==> src/rtl/s20ks_pkg.sv <==
package s20ks_pkg;

  localparam int unsigned NumWords     = 16;
  localparam int unsigned WordIdxW     = $clog2(NumWords);
  localparam int unsigned DoubleRounds = 10;
  localparam int unsigned CfgIdxW      = 8;

  typedef struct packed {
    logic                gen;
    logic                rd;
    logic [WordIdxW-1:0] rd_addr;
  } core_req_t;

  typedef struct packed {
    logic                done;
    logic [WordIdxW-1:0] init_idx;
  } core_rsp_t;

  // word indices {a, b, c, d} of each quarter round in a double round
  function automatic logic [4*WordIdxW-1:0] qr_sel(input logic [2:0] n);
    logic [4*WordIdxW-1:0] r;
    case (n)
      3'd0:    r = {4'd0,  4'd4,  4'd8,  4'd12};
      3'd1:    r = {4'd5,  4'd9,  4'd13, 4'd1};
      3'd2:    r = {4'd10, 4'd14, 4'd2,  4'd6};
      3'd3:    r = {4'd15, 4'd3,  4'd7,  4'd11};
      3'd4:    r = {4'd0,  4'd1,  4'd2,  4'd3};
      3'd5:    r = {4'd5,  4'd6,  4'd7,  4'd4};
      3'd6:    r = {4'd10, 4'd11, 4'd8,  4'd9};
      3'd7:    r = {4'd15, 4'd12, 4'd13, 4'd14};
      default: r = '0;
    endcase
    return r;
  endfunction

endpackage

==> src/rtl/s20ks_core.sv <==
module s20ks_core (
  input  logic                   clk_i,
  input  logic                   rst_ni,
  input  s20ks_pkg::core_req_t   req_i,
  input  logic [31:0]            init_word_i,
  output s20ks_pkg::core_rsp_t   rsp_o,
  output logic [31:0]            rd_data_o
);
  import s20ks_pkg::*;

  localparam int unsigned QrPerDouble = 8;
  localparam int unsigned QrTotal     = DoubleRounds * QrPerDouble;
  localparam int unsigned QrCntW      = $clog2(QrTotal);
  localparam logic [QrCntW-1:0] QrLast = QrCntW'(QrTotal - 1);
  localparam int unsigned CntW        = $clog2(NumWords + 1);
  localparam logic [CntW-1:0] CntEnd  = CntW'(NumWords);
  localparam logic [CntW-1:0] CntLast = CntW'(NumWords - 1);

  localparam logic [1:0] StepB = 2'd0;
  localparam logic [1:0] StepC = 2'd1;
  localparam logic [1:0] StepD = 2'd2;
  localparam logic [1:0] StepA = 2'd3;

  localparam int unsigned RotB = 7;
  localparam int unsigned RotC = 9;
  localparam int unsigned RotD = 13;
  localparam int unsigned RotA = 18;

  typedef enum logic [2:0] {
    C_IDLE, C_LOAD, C_RDAB, C_RDCD, C_CAP, C_CALC, C_WB, C_FF
  } cstate_e;

  function automatic logic [31:0] rotl32(input logic [31:0] v, input int unsigned s);
    return (v << s) | (v >> (32 - s));
  endfunction

  cstate_e             state_q;
  logic [CntW-1:0]     cnt_q;
  logic [QrCntW-1:0]   qr_q;
  logic [1:0]          step_q;
  logic [31:0]         qa_q, qb_q, qc_q, qd_q;
  logic [31:0]         rd0_q, rd1_q;
  logic [31:0]         mem [NumWords];

  logic [4*WordIdxW-1:0] sel;
  logic [WordIdxW-1:0]   idx_a, idx_b, idx_c, idx_d;
  logic [CntW-1:0]       cnt_m1;
  logic [WordIdxW-1:0]   ff_idx;
  logic [31:0]           op_x, op_y, op_z, sum, rot, step_res;
  logic                  we;
  logic [WordIdxW-1:0]   wa;
  logic [31:0]           wd;
  logic                  rd0_en, rd1_en;
  logic [WordIdxW-1:0]   rd0_addr, rd1_addr;

  assign sel    = qr_sel(qr_q[2:0]);
  assign idx_a  = sel[4*WordIdxW-1:3*WordIdxW];
  assign idx_b  = sel[3*WordIdxW-1:2*WordIdxW];
  assign idx_c  = sel[2*WordIdxW-1:WordIdxW];
  assign idx_d  = sel[WordIdxW-1:0];
  assign cnt_m1 = cnt_q - CntW'(1);
  assign ff_idx = cnt_m1[WordIdxW-1:0];

  assign rsp_o.done     = (state_q == C_FF) && (cnt_q == CntEnd);
  assign rsp_o.init_idx = (state_q == C_LOAD) ? cnt_q[WordIdxW-1:0] : ff_idx;
  assign rd_data_o      = rd0_q;

  // shared quarter-round step: x ^= rotl(y + z, r)
  always_comb begin
    case (step_q)
      StepB:   begin op_x = qb_q; op_y = qa_q; op_z = qd_q; end
      StepC:   begin op_x = qc_q; op_y = qb_q; op_z = qa_q; end
      StepD:   begin op_x = qd_q; op_y = qc_q; op_z = qb_q; end
      StepA:   begin op_x = qa_q; op_y = qd_q; op_z = qc_q; end
      default: begin op_x = qa_q; op_y = qd_q; op_z = qc_q; end
    endcase
    sum = op_y + op_z;
    case (step_q)
      StepB:   rot = rotl32(sum, RotB);
      StepC:   rot = rotl32(sum, RotC);
      StepD:   rot = rotl32(sum, RotD);
      StepA:   rot = rotl32(sum, RotA);
      default: rot = rotl32(sum, RotA);
    endcase
    step_res = op_x ^ rot;
  end

  always_comb begin
    we       = 1'b0;
    wa       = cnt_q[WordIdxW-1:0];
    wd       = init_word_i;
    rd0_en   = 1'b0;
    rd0_addr = idx_a;
    rd1_en   = 1'b0;
    rd1_addr = idx_b;
    case (state_q)
      C_IDLE: begin
        rd0_en   = req_i.rd;
        rd0_addr = req_i.rd_addr;
      end
      C_LOAD: begin
        we = 1'b1;
      end
      C_RDAB: begin
        rd0_en = 1'b1;
        rd1_en = 1'b1;
      end
      C_RDCD: begin
        rd0_en   = 1'b1;
        rd0_addr = idx_c;
        rd1_en   = 1'b1;
        rd1_addr = idx_d;
      end
      C_WB: begin
        we = 1'b1;
        case (step_q)
          StepB:   begin wa = idx_b; wd = qb_q; end
          StepC:   begin wa = idx_c; wd = qc_q; end
          StepD:   begin wa = idx_d; wd = qd_q; end
          StepA:   begin wa = idx_a; wd = qa_q; end
          default: begin wa = idx_a; wd = qa_q; end
        endcase
      end
      C_FF: begin
        // read word i while word i-1 gets its feed-forward add
        rd0_en   = (cnt_q < CntEnd);
        rd0_addr = cnt_q[WordIdxW-1:0];
        we       = (cnt_q != '0);
        wa       = ff_idx;
        wd       = rd0_q + init_word_i;
      end
      default: ;
    endcase
  end

  always_ff @(posedge clk_i) begin
    if (we) begin
      mem[wa] <= wd;
    end
    if (rd0_en) begin
      rd0_q <= mem[rd0_addr];
    end
    if (rd1_en) begin
      rd1_q <= mem[rd1_addr];
    end
  end

  always_ff @(posedge clk_i) begin
    case (state_q)
      C_RDCD: begin
        qa_q <= rd0_q;
        qb_q <= rd1_q;
      end
      C_CAP: begin
        qc_q <= rd0_q;
        qd_q <= rd1_q;
      end
      C_CALC: begin
        case (step_q)
          StepB:   qb_q <= step_res;
          StepC:   qc_q <= step_res;
          StepD:   qd_q <= step_res;
          StepA:   qa_q <= step_res;
          default: qa_q <= step_res;
        endcase
      end
      default: ;
    endcase
  end

  always_ff @(posedge clk_i or negedge rst_ni) begin
    if (!rst_ni) begin
      state_q <= C_IDLE;
      cnt_q   <= '0;
      qr_q    <= '0;
      step_q  <= '0;
    end else begin
      case (state_q)
        C_IDLE: begin
          if (req_i.gen) begin
            state_q <= C_LOAD;
            cnt_q   <= '0;
          end
        end
        C_LOAD: begin
          cnt_q <= cnt_q + CntW'(1);
          if (cnt_q == CntLast) begin
            state_q <= C_RDAB;
            qr_q    <= '0;
          end
        end
        C_RDAB: state_q <= C_RDCD;
        C_RDCD: state_q <= C_CAP;
        C_CAP: begin
          state_q <= C_CALC;
          step_q  <= '0;
        end
        C_CALC: begin
          step_q <= step_q + 2'd1;
          if (step_q == StepA) begin
            state_q <= C_WB;
          end
        end
        C_WB: begin
          step_q <= step_q + 2'd1;
          if (step_q == StepA) begin
            if (qr_q == QrLast) begin
              state_q <= C_FF;
              cnt_q   <= '0;
            end else begin
              state_q <= C_RDAB;
              qr_q    <= qr_q + QrCntW'(1);
            end
          end
        end
        C_FF: begin
          cnt_q <= cnt_q + CntW'(1);
          if (cnt_q == CntEnd) begin
            state_q <= C_IDLE;
          end
        end
        default: state_q <= C_IDLE;
      endcase
    end
  end

endmodule

==> src/rtl/salsa20_keystream_xor_top.sv <==
// salsa20/20 keystream xor, one byte per transaction
//
// input channel: in_valid_i/in_ready_o carries data_byte_i, message_start_i and
// block_offset_i. output channel: out_valid_o/out_ready_i carries out_byte_o and
// counter_overflow_o. config channel: cfg_valid_i/cfg_ready_o writes cfg_data_i
// into state register cfg_index_i (0..7, others ignored); cfg_ready_o is always
// high, write only while the block is idle.
// a byte inside a keystream block passes the read and output states to out_valid_o,
// and the next byte can be accepted once the block is idle again. a byte that
// needs a new block (message start, first byte after reset, every 64th byte) first
// waits for the block: after the request and the state load, one quarter-round
// step unit runs 80 quarter rounds on a 16-word memory, then a feed-forward pass
// adds the state back before the byte read.
// reset clears the config registers, counter, position and overflow flag; the
// first byte after reset starts a message.
// the result sits in an output register; a stalled receiver holds it there while
// the next byte is accepted and worked on, and that byte waits for the slot.
module salsa20_keystream_xor_top (
  input  logic                          clk_i,
  input  logic                          rst_ni,
  input  logic                          in_valid_i,
  output logic                          in_ready_o,
  input  logic [7:0]                    data_byte_i,
  input  logic                          message_start_i,
  input  logic [63:0]                   block_offset_i,
  output logic                          out_valid_o,
  input  logic                          out_ready_i,
  output logic [7:0]                    out_byte_o,
  output logic                          counter_overflow_o,
  input  logic                          cfg_valid_i,
  output logic                          cfg_ready_o,
  input  logic [s20ks_pkg::CfgIdxW-1:0] cfg_index_i,
  input  logic [63:0]                   cfg_data_i
);
  import s20ks_pkg::*;

  localparam int unsigned NumRegs = NumWords / 2;
  localparam int unsigned RegIdxW = $clog2(NumRegs);
  localparam logic [RegIdxW-1:0] RegBaseCounter = RegIdxW'(4);

  typedef enum logic [2:0] {ST_IDLE, ST_KICK, ST_WAIT, ST_READ, ST_OUT} state_e;

  state_e       state_q;
  logic [63:0]  regs_q [NumRegs];
  logic         started_q;
  logic [5:0]   pos_q;
  logic [63:0]  ctr_q;
  logic         ovf_q;
  logic         out_valid_q;
  logic [7:0]   data_q;
  logic [7:0]   out_byte_q;
  logic         out_ovf_q;

  core_req_t    core_req;
  core_rsp_t    core_rsp;
  logic [31:0]  init_word;
  logic [31:0]  rd_data;
  logic [RegIdxW-1:0] reg_sel;
  logic [63:0]  init_reg;
  logic         accept;
  logic         is_start;
  logic [64:0]  start_sum;
  logic [63:0]  ctr_inc;
  logic         slot_free;
  logic         out_load;
  logic [7:0]   key_byte;

  assign in_ready_o         = (state_q == ST_IDLE);
  assign cfg_ready_o        = 1'b1;
  assign out_valid_o        = out_valid_q;
  assign out_byte_o         = out_byte_q;
  assign counter_overflow_o = out_ovf_q;

  assign accept    = in_valid_i && in_ready_o;
  assign is_start  = message_start_i || !started_q;
  assign start_sum = {1'b0, regs_q[RegBaseCounter]} + {1'b0, block_offset_i};
  assign ctr_inc   = ctr_q + 64'd1;
  assign slot_free = !out_valid_q || out_ready_i;
  assign out_load  = (state_q == ST_OUT) && slot_free;
  assign key_byte  = 8'(rd_data >> {pos_q[1:0], 3'b000});

  // words 8 and 9 come from the running block counter
  assign reg_sel   = core_rsp.init_idx[WordIdxW-1:1];
  assign init_reg  = (reg_sel == RegBaseCounter) ? ctr_q : regs_q[reg_sel];
  assign init_word = core_rsp.init_idx[0] ? init_reg[63:32] : init_reg[31:0];

  assign core_req.gen     = (state_q == ST_KICK);
  assign core_req.rd      = (state_q == ST_READ);
  assign core_req.rd_addr = pos_q[5:2];

  s20ks_core u_core (
    .clk_i       (clk_i),
    .rst_ni      (rst_ni),
    .req_i       (core_req),
    .init_word_i (init_word),
    .rsp_o       (core_rsp),
    .rd_data_o   (rd_data)
  );

  always_ff @(posedge clk_i or negedge rst_ni) begin
    if (!rst_ni) begin
      for (int i = 0; i < NumRegs; i++) begin
        regs_q[i] <= '0;
      end
    end else if (cfg_valid_i && (cfg_index_i < CfgIdxW'(NumRegs))) begin
      regs_q[cfg_index_i[RegIdxW-1:0]] <= cfg_data_i;
    end
  end

  always_ff @(posedge clk_i) begin
    if (accept) begin
      data_q <= data_byte_i;
    end
    if (out_load) begin
      out_byte_q <= data_q ^ key_byte;
      out_ovf_q  <= ovf_q;
    end
  end

  always_ff @(posedge clk_i or negedge rst_ni) begin
    if (!rst_ni) begin
      state_q     <= ST_IDLE;
      started_q   <= 1'b0;
      pos_q       <= '0;
      ctr_q       <= '0;
      ovf_q       <= 1'b0;
      out_valid_q <= 1'b0;
    end else begin
      if (out_load) begin
        out_valid_q <= 1'b1;
      end else if (out_ready_i) begin
        out_valid_q <= 1'b0;
      end
      case (state_q)
        ST_IDLE: begin
          if (accept) begin
            started_q <= 1'b1;
            if (is_start) begin
              ctr_q   <= start_sum[63:0];
              ovf_q   <= start_sum[64];
              pos_q   <= '0;
              state_q <= ST_KICK;
            end else if (pos_q == '0) begin
              ctr_q <= ctr_inc;
              if (ctr_inc == '0) begin
                ovf_q <= 1'b1;
              end
              state_q <= ST_KICK;
            end else begin
              state_q <= ST_READ;
            end
          end
        end
        ST_KICK: state_q <= ST_WAIT;
        ST_WAIT: begin
          if (core_rsp.done) begin
            state_q <= ST_READ;
          end
        end
        ST_READ: state_q <= ST_OUT;
        ST_OUT: begin
          if (slot_free) begin
            pos_q   <= pos_q + 6'd1;
            state_q <= ST_IDLE;
          end
        end
        default: state_q <= ST_IDLE;
      endcase
    end
  end

`ifndef ASSERT_OFF
  a_done_while_waiting: assert property (@(posedge clk_i) disable iff (!rst_ni)
    core_rsp.done |-> (state_q == ST_WAIT))
    else $error("keystream block finished while nobody waits for it");

  a_gen_at_block_edge: assert property (@(posedge clk_i) disable iff (!rst_ni)
    (state_q == ST_KICK) |-> (pos_q == '0))
    else $error("new block requested in the middle of a block");

  a_out_from_out_state: assert property (@(posedge clk_i) disable iff (!rst_ni)
    $rose(out_valid_o) |-> $past(state_q == ST_OUT))
    else $error("result appeared without a keystream read");

  a_start_restarts: assert property (@(posedge clk_i) disable iff (!rst_ni)
    (accept && message_start_i) |=> ((pos_q == '0) && (state_q == ST_KICK)))
    else $error("message start did not restart position and block");
`endif

endmodule

==> config.mk <==
export PLATFORM = sky130hd
export DESIGN_NAME = salsa20_keystream_xor_top
export DESIGN_NICKNAME = d
export VERILOG_FILES = /design/src/rtl/s20ks_pkg.sv /design/src/rtl/s20ks_core.sv /design/src/rtl/salsa20_keystream_xor_top.sv
export SDC_FILE = /design/constraint.sdc
export NUM_CORES = 2
export LEC_CHECK = 0
export BUFFER_PORTS_ARGS = -buffer_cell sky130_fd_sc_hd__buf_4
export CAP_MARGIN = 15
export CORE_MARGIN = 2
export CORE_UTILIZATION = 40
export DETAILED_ROUTE_END_ITERATION = 7
export GPL_TIMING_DRIVEN = 1
export SETUP_SLACK_MARGIN = 0.02
export SLEW_MARGIN = 20
export SYNTH_ARGS = -nofsm -noshare
export SYNTH_HDL_FRONTEND = slang
export SYNTH_SLANG_ARGS = --single-unit
==> constraint.sdc <==
create_clock -name clk_i -period 13.57 [get_ports clk_i]
set_input_delay 1.357 -clock clk_i [delete_from_list [all_inputs] [get_ports clk_i]]
set_output_delay 1.357 -clock clk_i [all_outputs]
set_load 0.005 [all_outputs]
==> reports/results.tsv <==
metric	value	unit
setup_viol	0	
area_growth	12.45	%
cts_tree	yes	
die_width	423.2	um
grt_max_degree	131	
final_cells	8261	
timing.fmax	129.5	MHz
path_cells	inv_1 > ha_1 > nand2b_1 > nand2_1 > xor2_4 > buf_12 > mux4_2 > mux4_2 > ha_1 > a211o_1 > a2111oi_0 > nor3_1 > o21ai_0 > a21oi_1 > o31ai_1 > a21oi_1 > o21ai_0 > mux2_2 > o211ai_1	
gp_congestion	0.9258	
first_pass_iters	8	
hold_path_depth	1	
portBuffers	160	
placed_area	0.07398	mm^2
grt_overflow	0	
yosys-top-cells-area	edfxtp_1 31%, dfrtp_1 22%, mux2_2 8.9%, mux4_2 7.4%, nand2_1 3.0%	
ctsHtreeMaxLevel	4	
dieArea	0.1791	mm^2
leakagePower	31.22	nW
end_kind	flip-flop	
vias	51102	
grt_pass1_vias	49328	
cpPeakStageDelay	0.88	ns
async_reset_ff_frac	0.4563	
r2r_cells	19	
synth_area	0.07028	mm^2
synth_fa_ha_area_frac	0.02756	
hold_viol_final	0	
avgRoutedWirePerCell	27.84	um
status	complete, but fails checks	
grt_setup_unrepaired	no	
worstPathRequired	14.03	ns
yosysTopAreaCell	edfxtp_1	
rows	153	
place_hpwl	152.1	mm
clk_latency	0.82	ns
critPathMaxFanout	128	
netlist_instances	5817	
cp.arrival	8.18	ns
synthSimpleGateAreaFrac	0.09763	
final_area	0.07903	mm^2
yosys_warnings	0	
ios	162	
synth-seq-cells	1326	
clock_sinks	1326	
violations	design-rule violations	
total_power	21.34	mW
numCtsBuffers	147	
floorplan.initialDensity	0.4034	
drive_gt1_frac	0.2319	
antenna_found_initial	17	
whs	0.4997	ns
tightest_slew	1.253	ns
clockRootBuffer	clkbuf_16	
vias_per_cell	6.186	
core_area	0.1742	mm^2
vdd.ir_drop.worst	0.2398	mV
synth_edf_count	721	
synthXorXnorAreaFrac	0.02131	
final_max_slew_viol_count	0	
grtUsageTotal	0.2524	
crit_path_top_delay_cell	o211ai_1	
pre_cts_ws	6.006	ns
synth-compound-area-share	0.1375	
crit_type	flip-flop to flip-flop	
pwr_density_cell	270.0	mW/mm^2
post_cts_buffers	0	
ant_nets	0	
finalCritPeriodShare	0.5688	
fin_nets	6109	
ys_top_cells_by_count	721 x edfxtp_1, 605 x dfrtp_1, 568 x nand2_1, 554 x mux2_2, 400 x a21oi_1	
drt-initial-drc-count	6109	
clkTransAtPathRegs	0.06	ns
min_path_type	flip-flop to flip-flop	
muxShareOfSynthArea	0.1656	
skew	0.04900	ns
worst_slack	5.851	ns
synth_top_family_by_area	multiplexers	
hold_buffers	0	
fin_setup_tns	0	ns
syn_area_per_cell	12.08	um^2
cts.path.max_buffers	3	
min_period	7.719	ns
ctsResizeCount	0	
fin_util	0.4537	
dp.cells	7979	
synth_cell_types	99	
drcViolationCount	6	
yosysMostFrequentCell	edfxtp_1	
grt_pass1_wl	337.0	mm
synth_seq_area_share	0.5235	
die-height	423.2	um
synth_top_area_share	0.3081	
syn_nets	6120	
maxCapViolCount	0	
wirelength	230.0	mm
start_kind	flip-flop	
synth_top_flop_cell	edfxtp_1	
slew_headroom	0.1555	
critical path: cells and delay by family (launching register included):
kind | cells | cell delay, ns
AO/OA/AOI/OAI | 8 | 3.20
XOR/XNOR | 1 | 0.18
adder cells (fa/ha/maj) | 2 | 0.74
buffers and inverters | 2 | 0.67
flip-flops | 1 | 0.43
multiplexers | 3 | 1.32
AND/OR/NAND/NOR | 3 | 0.69
sequential cells by signal (all words and copies together), names as in the netlist, 8 cells and up:
signal,cells
u_core.qc_q,32
regs_q,512
out_byte_o,8
u_core.qa_q,32
u_core.qb_q,32
data_q,8
u_core.qd_q,32
ctr_q,64
u_core.rd_data_o,32
u_core.rd1_q,32
u_core.mem,512
path summary, 6_finish.rpt:
check,startpoint,end,slack (ns)
max in group asynchronous,rst_ni,u_core.qr_q[2],10.77
worst max-delay path,u_core.state_q[1],u_core.mem[14][27],5.85
worst max register to register,u_core.state_q[1],u_core.mem[14][27],5.85
worst min-delay path,regs_q[161],regs_q[161],0.50
worst min register to register,regs_q[161],regs_q[161],0.50
min in group asynchronous,rst_ni,regs_q[231],0.59
report_power, final:
group          total, mW  switching (mW)  internal, mW
Clock               4.07            1.76          2.31
Sequential          6.62           0.869          5.75
Combinational       10.6            6.95          3.70
Total               21.3            9.58          11.8
cell families after synthesis:
logic type                 count (synthesis)
xor gates and xnor gates                 171
muxes                                    803
other                                      1
DFF                                     1326
adders and majority gates                153
and+or+nand+nor                         1438
AOI/OAI and AO/OA                       1437
buffers and inverters                    488
area by class of cell:
| type | instances | area, um^2 |
|---|---|---|
| Multi-Input combinational cell | 4003 | 32070 |
| Clock buffer | 203 | 4093 |
| Inverter | 67 | 256.5 |
| Clock inverter | 69 | 873.3 |
| Sequential cell | 1326 | 36790 |
| Fill cell | 15846 | 95170 |
| Tap cell | 2325 | 2909 |
| Timing Repair Buffer | 261 | 2019 |
| Antenna cell | 7 | 17.52 |
per-layer routing:
metal  vias to the layer above  GRT usage  share of wire
met5                         -          0        0.00010
met4                         4     0.1079          0.045
met3                       426    0.03883          0.073
met2                      2157     0.4101           0.47
met1                     26102     0.3361           0.41
li1                      22413          -              -
cell usage in the layout (no fill, tap or decap), types with 22 or more instances in the layout:
cell	netlist	routed
nand2_1	568	565
clkbuf_1	351	35
xnor2_1	83	81
dfrtp_1	605	605
and2_1	119	118
a21oi_1	400	397
mux4_2	232	232
o21bai_1	22	22
nand3_1	103	102
a222oi_1	93	93
nand2b_1	29	28
inv_1	65	65
nand4_1	53	53
a211oi_1	182	182
a31oi_1	94	94
clkbuf_16	0	147
buf_4	10	253
and3_1	52	52
o21a_1	36	34
edfxtp_1	721	721
a21o_1	74	74
and2_0	39	39
mux2_2	554	554
ha_1	150	146
o21ai_0	228	221
nor3_1	49	48
nor2_1	294	274
a221oi_1	24	24
xor2_1	88	86
a311oi_1	70	70
Power figures use the tool's default switching activity.
